**src/sv/cmat_pkg.sv**
```systemverilog
// cmat_pkg: payload types, status codes and register map of the cascaded
// moving-average unit with converter timeout
// no dependencies; used by the top level and the checker
`timescale 1ns / 1ps
`default_nettype none

package cmat_pkg;

    // fixed field widths
    localparam int SAMPLE_W    = 24;
    localparam int CFG_W       = 16;
    localparam int CFG_INDEX_W = 2;

    // configuration register indexes
    localparam logic [CFG_INDEX_W-1:0] REG_POLL_INTERVAL = 2'd0;
    localparam logic [CFG_INDEX_W-1:0] REG_TIMEOUT_LIMIT = 2'd1;

    // register reset values
    localparam logic [CFG_W-1:0] RESET_POLL_INTERVAL = 16'd10;
    localparam logic [CFG_W-1:0] RESET_TIMEOUT_LIMIT = 16'd1000;

    // saturation point of the timeout accumulator
    localparam logic [CFG_W-1:0] WAIT_MAX = 16'hFFFF;

    // result status codes
    localparam logic STATUS_COMPLETE = 1'b0;
    localparam logic STATUS_ERROR    = 1'b1;

    typedef struct packed {
        logic                ready_req;
        logic [SAMPLE_W-1:0] sample;
    } in_item_t;

    typedef struct packed {
        logic                status;
        logic [SAMPLE_W-1:0] filtered_value;
    } out_item_t;

endpackage

`default_nettype wire

```
**src/sv/cascaded_moving_average_with_timeout_unit.sv**
```systemverilog
// cascaded_moving_average_with_timeout_unit: top level, sequencer, timeout
// accumulator, config registers and result register
// depends on cmat_pkg, cmat_stage, cmat_div
//
//  channel  | ports                              | carries
//  ---------+------------------------------------+------------------------------
//  input    | s_valid s_ready s_data             | one poll tick (ready, sample)
//  result   | m_valid m_ready m_data             | status and filtered value
//  config   | cfg_valid cfg_ready cfg_index/data | register writes, always ready
//
// a ready tick updates stage one, divides its sum by its count, updates stage two
// with that average and divides again, the bit-serial divider run once per stage
// a not-ready tick accumulates the poll interval or raises a timeout error
// a new tick is taken only while the sequencer is idle; a result waits in
// the output register and stalls the sequencer only if the next one is ready
// reset is synchronous active low and clears sums, counts, positions,
// accumulator and config registers at once; ring contents are never cleared
`timescale 1ns / 1ps
`default_nettype none

module cascaded_moving_average_with_timeout_unit #(
    parameter int FIRST_DEPTH  = 14,
    parameter int SECOND_DEPTH = 14,
    parameter int SAMPLE_BITS  = 24
) (
    input  logic                                aclk,
    input  logic                                aresetn,
    input  logic                                s_valid,
    output logic                                s_ready,
    input  cmat_pkg::in_item_t                  s_data,
    output logic                                m_valid,
    input  logic                                m_ready,
    output cmat_pkg::out_item_t                 m_data,
    input  logic                                cfg_valid,
    output logic                                cfg_ready,
    input  logic [cmat_pkg::CFG_INDEX_W-1:0]    cfg_index,
    input  logic [cmat_pkg::CFG_W-1:0]          cfg_data
);

    localparam int DW   = SAMPLE_BITS;
    localparam int OW   = cmat_pkg::SAMPLE_W;
    localparam int MAXW = (DW > OW) ? DW : OW;
    localparam int INW  = (DW < OW) ? DW : OW;
    localparam int CW1  = $clog2(FIRST_DEPTH + 1);
    localparam int CW2  = $clog2(SECOND_DEPTH + 1);
    localparam int SW1  = DW + CW1;
    localparam int SW2  = DW + CW2;
    localparam int NW   = (SW1 > SW2) ? SW1 : SW2;
    localparam int DVW  = (CW1 > CW2) ? CW1 : CW2;

    // sequencer states
    localparam logic [2:0] S_IDLE   = 3'd0;
    localparam logic [2:0] S_UPD1   = 3'd1;
    localparam logic [2:0] S_START1 = 3'd2;
    localparam logic [2:0] S_DIV1   = 3'd3;
    localparam logic [2:0] S_UPD2   = 3'd4;
    localparam logic [2:0] S_START2 = 3'd5;
    localparam logic [2:0] S_DIV2   = 3'd6;
    localparam logic [2:0] S_EMIT   = 3'd7;

    logic [2:0]                  state_reg, state_next;
    logic [cmat_pkg::CFG_W-1:0]  interval_reg, interval_next;
    logic [cmat_pkg::CFG_W-1:0]  limit_reg, limit_next;
    logic [cmat_pkg::CFG_W-1:0]  wait_reg, wait_next;
    cmat_pkg::out_item_t         res_reg, res_next;
    logic                        out_valid_reg, out_valid_next;
    cmat_pkg::out_item_t         out_data_reg, out_data_next;

    logic                        in_xfer;
    logic                        put1, put2;
    logic [DW-1:0]               x1, x2;
    logic [MAXW-1:0]             sample_ext;
    logic [SW1-1:0]              sum1;
    logic [SW2-1:0]              sum2;
    logic [CW1-1:0]              count1;
    logic [CW2-1:0]              count2;
    logic                        div_start;
    logic [NW-1:0]               div_dividend;
    logic [DVW-1:0]              div_divisor;
    logic                        div_done;
    logic [NW-1:0]               quot;
    logic [MAXW-1:0]             avg_ext;
    logic [cmat_pkg::CFG_W:0]    wait_sum;
    logic [cmat_pkg::CFG_W-1:0]  wait_sat;

    assign in_xfer   = s_valid && s_ready;
    assign s_ready   = (state_reg == S_IDLE);
    assign cfg_ready = 1'b1;

    // low SAMPLE_BITS of the sample feed the first stage
    assign sample_ext = MAXW'(s_data.sample);
    assign x1         = DW'(sample_ext[INW-1:0]);
    assign x2         = DW'(quot);
    assign avg_ext    = MAXW'(x2);

    cmat_stage #(
        .DEPTH (FIRST_DEPTH),
        .DW    (DW)
    ) u_stage1 (
        .aclk    (aclk),
        .aresetn (aresetn),
        .put     (put1),
        .x       (x1),
        .sum     (sum1),
        .count   (count1)
    );

    cmat_stage #(
        .DEPTH (SECOND_DEPTH),
        .DW    (DW)
    ) u_stage2 (
        .aclk    (aclk),
        .aresetn (aresetn),
        .put     (put2),
        .x       (x2),
        .sum     (sum2),
        .count   (count2)
    );

    // shared divider, fed by whichever stage is being averaged
    assign div_start    = (state_reg == S_START1) || (state_reg == S_START2);
    assign div_dividend = (state_reg == S_START2) ? NW'(sum2) : NW'(sum1);
    assign div_divisor  = (state_reg == S_START2) ? DVW'(count2) : DVW'(count1);

    cmat_div #(
        .NW  (NW),
        .DVW (DVW)
    ) u_div (
        .aclk     (aclk),
        .aresetn  (aresetn),
        .start    (div_start),
        .dividend (div_dividend),
        .divisor  (div_divisor),
        .done     (div_done),
        .quotient (quot)
    );

    // saturating timeout accumulation
    always_comb begin
        wait_sum = {1'b0, wait_reg} + {1'b0, interval_reg};
        wait_sat = wait_sum[cmat_pkg::CFG_W] ? cmat_pkg::WAIT_MAX
                                             : wait_sum[cmat_pkg::CFG_W-1:0];
    end

    // configuration writes
    always_comb begin
        interval_next = interval_reg;
        limit_next    = limit_reg;
        if (cfg_valid && cfg_ready) begin
            if (cfg_index == cmat_pkg::REG_POLL_INTERVAL) begin
                interval_next = cfg_data;
            end else if (cfg_index == cmat_pkg::REG_TIMEOUT_LIMIT) begin
                limit_next = cfg_data;
            end
        end
    end

    // sequencer
    always_comb begin
        state_next = state_reg;
        wait_next  = wait_reg;
        res_next   = res_reg;
        put1       = 1'b0;
        put2       = 1'b0;
        unique case (state_reg)
            S_IDLE: begin
                if (in_xfer) begin
                    if (s_data.ready_req) begin
                        wait_next  = '0;
                        put1       = 1'b1;
                        state_next = S_UPD1;
                    end else if (wait_sat >= limit_reg) begin
                        wait_next               = '0;
                        res_next.status         = cmat_pkg::STATUS_ERROR;
                        res_next.filtered_value = '0;
                        state_next              = S_EMIT;
                    end else begin
                        wait_next = wait_sat;
                    end
                end
            end
            S_UPD1: begin
                state_next = S_START1;
            end
            S_START1: begin
                state_next = S_DIV1;
            end
            S_DIV1: begin
                if (div_done) begin
                    put2       = 1'b1;
                    state_next = S_UPD2;
                end
            end
            S_UPD2: begin
                state_next = S_START2;
            end
            S_START2: begin
                state_next = S_DIV2;
            end
            S_DIV2: begin
                if (div_done) begin
                    res_next.status         = cmat_pkg::STATUS_COMPLETE;
                    res_next.filtered_value = avg_ext[OW-1:0];
                    state_next              = S_EMIT;
                end
            end
            S_EMIT: begin
                if (!out_valid_reg || m_ready) begin
                    state_next = S_IDLE;
                end
            end
            default: begin
                state_next = S_IDLE;
            end
        endcase
    end

    // output register
    always_comb begin
        out_valid_next = out_valid_reg;
        out_data_next  = out_data_reg;
        if (out_valid_reg && m_ready) begin
            out_valid_next = 1'b0;
        end
        if ((state_reg == S_EMIT) && (!out_valid_reg || m_ready)) begin
            out_valid_next = 1'b1;
            out_data_next  = res_reg;
        end
    end

    always_ff @(posedge aclk) begin
        if (!aresetn) begin
            state_reg     <= S_IDLE;
            interval_reg  <= cmat_pkg::RESET_POLL_INTERVAL;
            limit_reg     <= cmat_pkg::RESET_TIMEOUT_LIMIT;
            wait_reg      <= '0;
            out_valid_reg <= 1'b0;
        end else begin
            state_reg     <= state_next;
            interval_reg  <= interval_next;
            limit_reg     <= limit_next;
            wait_reg      <= wait_next;
            out_valid_reg <= out_valid_next;
        end
    end

    // payload registers
    always_ff @(posedge aclk) begin
        res_reg      <= res_next;
        out_data_reg <= out_data_next;
    end

    assign m_valid = out_valid_reg;
    assign m_data  = out_data_reg;

endmodule

`default_nettype wire

```
**src/sv/cmat_ram.sv**
```systemverilog
// cmat_ram: generic simple dual-port ram, one write port and one
// registered read port; no dependencies
`timescale 1ns / 1ps
`default_nettype none

module cmat_ram #(
    parameter int WIDTH = 24,
    parameter int DEPTH = 14
) (
    input  logic                                      aclk,
    input  logic                                      wr_en,
    input  logic [((DEPTH > 1) ? $clog2(DEPTH) : 1)-1:0] wr_addr,
    input  logic [WIDTH-1:0]                          wr_data,
    input  logic                                      rd_en,
    input  logic [((DEPTH > 1) ? $clog2(DEPTH) : 1)-1:0] rd_addr,
    output logic [WIDTH-1:0]                          rd_data
);

    logic [WIDTH-1:0] mem_reg [DEPTH];
    logic [WIDTH-1:0] rd_data_reg;

    // write port
    always_ff @(posedge aclk) begin
        if (wr_en) begin
            mem_reg[wr_addr] <= wr_data;
        end
    end

    // registered read port
    always_ff @(posedge aclk) begin
        if (rd_en) begin
            rd_data_reg <= mem_reg[rd_addr];
        end
    end

    assign rd_data = rd_data_reg;

endmodule

`default_nettype wire

```
**src/sv/cmat_div.sv**
```systemverilog
// cmat_div: bit-serial restoring divider, one quotient bit per cycle
// no dependencies; shared by both averaging stages
`timescale 1ns / 1ps
`default_nettype none

module cmat_div #(
    parameter int NW  = 28,
    parameter int DVW = 4
) (
    input  logic           aclk,
    input  logic           aresetn,
    input  logic           start,
    input  logic [NW-1:0]  dividend,
    input  logic [DVW-1:0] divisor,
    output logic           done,
    output logic [NW-1:0]  quotient
);

    localparam int CNTW = $clog2(NW + 1);

    logic [NW-1:0]   quo_reg, quo_next;
    logic [DVW-1:0]  rem_reg, rem_next;
    logic [DVW-1:0]  dvs_reg;
    logic [CNTW-1:0] cnt_reg, cnt_next;
    logic            run_reg, run_next;
    logic            done_reg, done_next;

    logic [DVW:0]    rem_shift;
    logic [DVW:0]    rem_diff;
    logic            fits;

    // one restoring step: bring down the next dividend bit
    always_comb begin
        rem_shift = {rem_reg, quo_reg[NW-1]};
        rem_diff  = rem_shift - {1'b0, dvs_reg};
        fits      = (rem_shift >= {1'b0, dvs_reg});
    end

    always_comb begin
        quo_next  = quo_reg;
        rem_next  = rem_reg;
        cnt_next  = cnt_reg;
        run_next  = run_reg;
        done_next = 1'b0;
        if (start) begin
            quo_next = dividend;
            rem_next = '0;
            cnt_next = CNTW'(NW);
            run_next = 1'b1;
        end else if (run_reg) begin
            quo_next = {quo_reg[NW-2:0], fits};
            rem_next = fits ? rem_diff[DVW-1:0] : rem_shift[DVW-1:0];
            cnt_next = cnt_reg - 1'b1;
            if (cnt_reg == CNTW'(1)) begin
                run_next  = 1'b0;
                done_next = 1'b1;
            end
        end
    end

    // control state
    always_ff @(posedge aclk) begin
        if (!aresetn) begin
            cnt_reg  <= '0;
            run_reg  <= 1'b0;
            done_reg <= 1'b0;
        end else begin
            cnt_reg  <= cnt_next;
            run_reg  <= run_next;
            done_reg <= done_next;
        end
    end

    // datapath shift registers
    always_ff @(posedge aclk) begin
        quo_reg <= quo_next;
        rem_reg <= rem_next;
        if (start) begin
            dvs_reg <= divisor;
        end
    end

    assign done     = done_reg;
    assign quotient = quo_reg;

endmodule

`default_nettype wire

```
**src/sv/cmat_stage.sv**
```systemverilog
// cmat_stage: one running-sum moving-average stage: sample ring, sum,
// fill count and write position; depends on cmat_ram
`timescale 1ns / 1ps
`default_nettype none

module cmat_stage #(
    parameter int DEPTH = 14,
    parameter int DW    = 24
) (
    input  logic                                  aclk,
    input  logic                                  aresetn,
    input  logic                                  put,
    input  logic [DW-1:0]                         x,
    output logic [DW+$clog2(DEPTH+1)-1:0]         sum,
    output logic [$clog2(DEPTH+1)-1:0]            count
);

    localparam int AW = (DEPTH > 1) ? $clog2(DEPTH) : 1;
    localparam int CW = $clog2(DEPTH + 1);
    localparam int SW = DW + CW;

    logic [AW-1:0] pos_reg, pos_next;
    logic [CW-1:0] count_reg, count_next;
    logic [SW-1:0] sum_reg, sum_next;
    logic          upd_reg;
    logic [DW-1:0] x_reg;
    logic [DW-1:0] old_data;
    logic          full;

    // ring: the oldest entry sits at the write position once full
    cmat_ram #(
        .WIDTH (DW),
        .DEPTH (DEPTH)
    ) u_ring (
        .aclk    (aclk),
        .wr_en   (upd_reg),
        .wr_addr (pos_reg),
        .wr_data (x_reg),
        .rd_en   (put),
        .rd_addr (pos_reg),
        .rd_data (old_data)
    );

    // running sum update, once the ring read data is registered
    always_comb begin
        full       = (count_reg == CW'(DEPTH));
        sum_next   = sum_reg;
        count_next = count_reg;
        pos_next   = pos_reg;
        if (upd_reg) begin
            sum_next = sum_reg - (full ? SW'(old_data) : '0) + SW'(x_reg);
            if (!full) begin
                count_next = count_reg + 1'b1;
            end
            pos_next = (pos_reg == AW'(DEPTH - 1)) ? '0 : pos_reg + 1'b1;
        end
    end

    always_ff @(posedge aclk) begin
        if (!aresetn) begin
            pos_reg   <= '0;
            count_reg <= '0;
            sum_reg   <= '0;
            upd_reg   <= 1'b0;
        end else begin
            pos_reg   <= pos_next;
            count_reg <= count_next;
            sum_reg   <= sum_next;
            upd_reg   <= put;
        end
    end

    // hold the new sample for the update cycle
    always_ff @(posedge aclk) begin
        if (put) begin
            x_reg <= x;
        end
    end

    assign sum   = sum_reg;
    assign count = count_reg;

endmodule

`default_nettype wire

```
**config.mk**
```make
export PLATFORM = sky130hd
export DESIGN_NAME = cascaded_moving_average_with_timeout_unit
export DESIGN_NICKNAME = d
export VERILOG_FILES = /design/src/sv/cmat_pkg.sv /design/src/sv/cascaded_moving_average_with_timeout_unit.sv /design/src/sv/cmat_ram.sv /design/src/sv/cmat_div.sv /design/src/sv/cmat_stage.sv
export SDC_FILE = /design/constraint.sdc
export NUM_CORES = 1
export LEC_CHECK = 0
export ABC_AREA = 1
export BUFFER_PORTS_ARGS = -buffer_cell sky130_fd_sc_hd__buf_2
export CORE_ASPECT_RATIO = 0.75
export CORE_MARGIN = 1
export CORE_UTILIZATION = 58
export CTS_CLUSTER_DIAMETER = 80
export DETAILED_ROUTE_END_ITERATION = 8
export GPL_TIMING_DRIVEN = 0
export PLACE_DENSITY = 0.86
export SLEW_MARGIN = 10
export SYNTH_ARGS = -nofsm -noshare
export SYNTH_HDL_FRONTEND = slang
export SYNTH_SLANG_ARGS = --single-unit
```
**constraint.sdc**
```tcl
create_clock -name aclk -period 6.3 [get_ports aclk]
set_clock_uncertainty 0.2 [all_clocks]
set_input_delay 0.945 -clock aclk [delete_from_list [all_inputs] [get_ports aclk]]
set_output_delay 0.945 -clock aclk [all_outputs]
set_load 0.05 [all_outputs]
```
==> flow_summary.toml <==
[global_routing]
overflow = 0
grt_use_met1_pct = 45.5
grt-busiest-layer = "met1"
grt_first_pass_wirelength_um = 176000
antenna_found_initial = 5
met2_usage_pct = 44.1
use_met3_pct = 9.20
grt_max_degree = 30
track_usage_pct = 31.0
grt_pass1_vias = 29900

[routing]
first_pass_iters = 6
drc = 0
antenna_left = 0
wire_per_inst_um = 23.3
drtIter0Drc = 5154
routed_wl_um = 118000
via_per_inst = 6.23
vias = 31400

[power]
clockPowerShare_pct = 36.1
p_sw_mw = 4.25
p_leak_nw = 18.8
peakVddDrop_mv = 0.235
p_comb_share_pct = 14.0
p_sw_share_pct = 27.3
seq_power_share_pct = 49.9
power.density_nw_per_um2 = 321
internal-power_mw = 11.3
power_mw = 15.6

[cts]
cts_resized = 0
cts_setup_buffers = 0
root_buffer = "clkbuf_16"
cts_buffers = 92
cts_tree = "yes"
clk_pin_slew_ns = 0.06
cts_buffer_depth = 3
cts.sinks = 987
worstSkewPairLatency_ns = 0.66
htree_levels = 3
postCtsHoldBufs = 0

[yosys]
synth_common_cells = "850 x edfxtp_1, 600 x nand2_1, 518 x inv_1, 364 x nor2_1, 285 x a22oi_1"
synth.cell_area_um2 = 43200
synth-seq-area-share_pct = 65.5
synth_top_area_share_pct = 59.1
ys_types = 48
ys_seq_elements = 987
synthMostInstantiatedCell = "edfxtp_1"
netlist_instances = 3800
synth-edff-count = 850
synth.largest_area_cell = "edfxtp_1"
synth_async_sr_flop_share_pct = 0
syn_nets = 3996
synth_area_leaders = "edfxtp_1 59%, dfxtp_1 6.4%, nand2_1 5.2%"
syn_area_per_cell_um2 = 11.4
yosysWarnings = 0
ys.flop_type = "edfxtp_1"

[sta]
fin_tns_setup_ns = 0
slew_violations = 0
final.min_clock_period_ns = 4.50
hold_slack_ns = 0.194
setup_viol = 0
hold_violations = 0
fin_ws_ns = 1.80
rsz0062_at_grt = "no"
post-route-period-util_pct = 71.4
tightest_slew_ns = 0.996
slew_headroom_pct = 33.6
fmax_ghz = 0.222

[run]
cap_violations = 0

[worst_setup_path]
startpoint_type = "flip-flop"
path_cells = "ha_1, fa_1, nand2_1, o21ai_2, nand2_1, nand2_1, a21oi_2, buf_4, nand3_2, ha_1, nand2_1, nor4_1, nand2_1, nand3_2, nand2_1, a21oi_4, buf_16"
cp_data_required_time_ns = 6.45
crit_top_cell = "nand2_1"
path_buf_inv = 2
crit_arrival_ns = 4.65
crit_slowest_cell = "nor4_1"
max_stage_delay_ns = 0.50
cp-end-kind = "flip-flop"
cpLargestDelayFamily = "simple AND/OR/NAND/NOR gates"
crit_type = "flip-flop to flip-flop"
path_max_fanout = 18

[floorplanning]
die_area_um2 = 75600
core_area_um2 = 73600
die_h_um = 238
die_w_um = 317
ios = 76
fp-row-count = 86
start_util_pct = 58.7

[placed_design]
io_buffers = 74
dp_slack_ns = 1.75
place_hpwl_um = 79900
post_dp_cell_area_um2 = 45500
gp_congestion = 1.01

[layout]
area_growth_pct = 12.4
nNetsFinal = 4188
stdcell_area_um2 = 48600
layout-drive-gt1-share_pct = 9.57

[worst_hold_path]
hold_path.class = "flip-flop to flip-flop"

[outcome]
status = "finished clean"
## through the flow
step / util [%] / std cells
floorplan: - / 3800
global placement: 60.8 / 4842
detailed placement: 61.9 / 4866
CTS: 66.0 / 5034
global route: 66.0 / 5036
finish: 66.0 / 5036
## final cells by class
cell class / count / area (um2)
clock buffer: 120 / 2520
antenna: 2 / 5.00
tap: 968 / 1210
fill: 5027 / 25000
multi-input combinational: 2149 / 12500
buffer: 138 / 671
inverter: 526 / 1980
timing repair buffer: 98 / 938
sequential: 987 / 28300
clock inverter: 48 / 478
## power by group through the flow
stage                     Combinational, mW  Clock, mW  Sequential [mW]
after global routing                   2.36       5.85             7.80
after global placement                 1.91          0             7.90
after floorplan                        1.33          0             7.85
after detailed placement               2.06          0             7.90
after CTS                              2.10       5.62             7.77
final                                  2.18       5.63             7.78
## path summary, 6_finish.rpt
check,slack (ns),start,to,depth (start not counted)
setup reg to reg,1.80,interval_reg[0],res_reg[14],17
hold / removal,0.19,res_reg[3],m_data[3],0
hold reg to reg,0.19,res_reg[3],m_data[3],0
setup / recovery,1.80,interval_reg[0],res_reg[14],17
## routing by layer
metal	up-vias	part of all wire [%]	routed length (um)
met5	-	0.013	15
met4	2	3.6	4260
met3	366	15	17900
met2	2550	42	49500
met1	14900	39	45900
li1	13600	-	-
## placed cells by master (no fill, tap or decap), types with 8 or more instances in the layout
cell type	Yosys	routed
a22oi_1	285	285
xor2_1	26	26
o21ai_0	221	221
edfxtp_1	850	850
ha_1	98	98
nor2_4	2	28
a21oi_2	11	11
clkinvlp_4	0	11
or3b_1	18	18
buf_16	0	17
nand3_1	86	86
buf_4	10	12
buf_2	53	127
dfxtp_1	137	137
nor3_1	37	36
fa_1	50	50
clkinv_1	0	11
nand2_2	12	12
xnor2_1	11	11
clkinv_2	0	13
nand4_1	38	38
clkbuf_1	65	85
bufinv_16	0	8
inv_1	518	517
clkbuf_16	0	95
nand2_1	600	600
a21oi_1	229	228
nor2_1	364	334
o211ai_1	8	8
## cell families after synthesis
family	after synthesis	synth area share [%]
other cells	1	0.00868
compound gates	785	11.1
flops	987	65.5
buf+inv	664	6.14
xor+xnor	37	0.751
simple gates	1178	11.4
fa+ha+maj	148	5.16
Note: power is estimated with default switching activity, not from simulation.
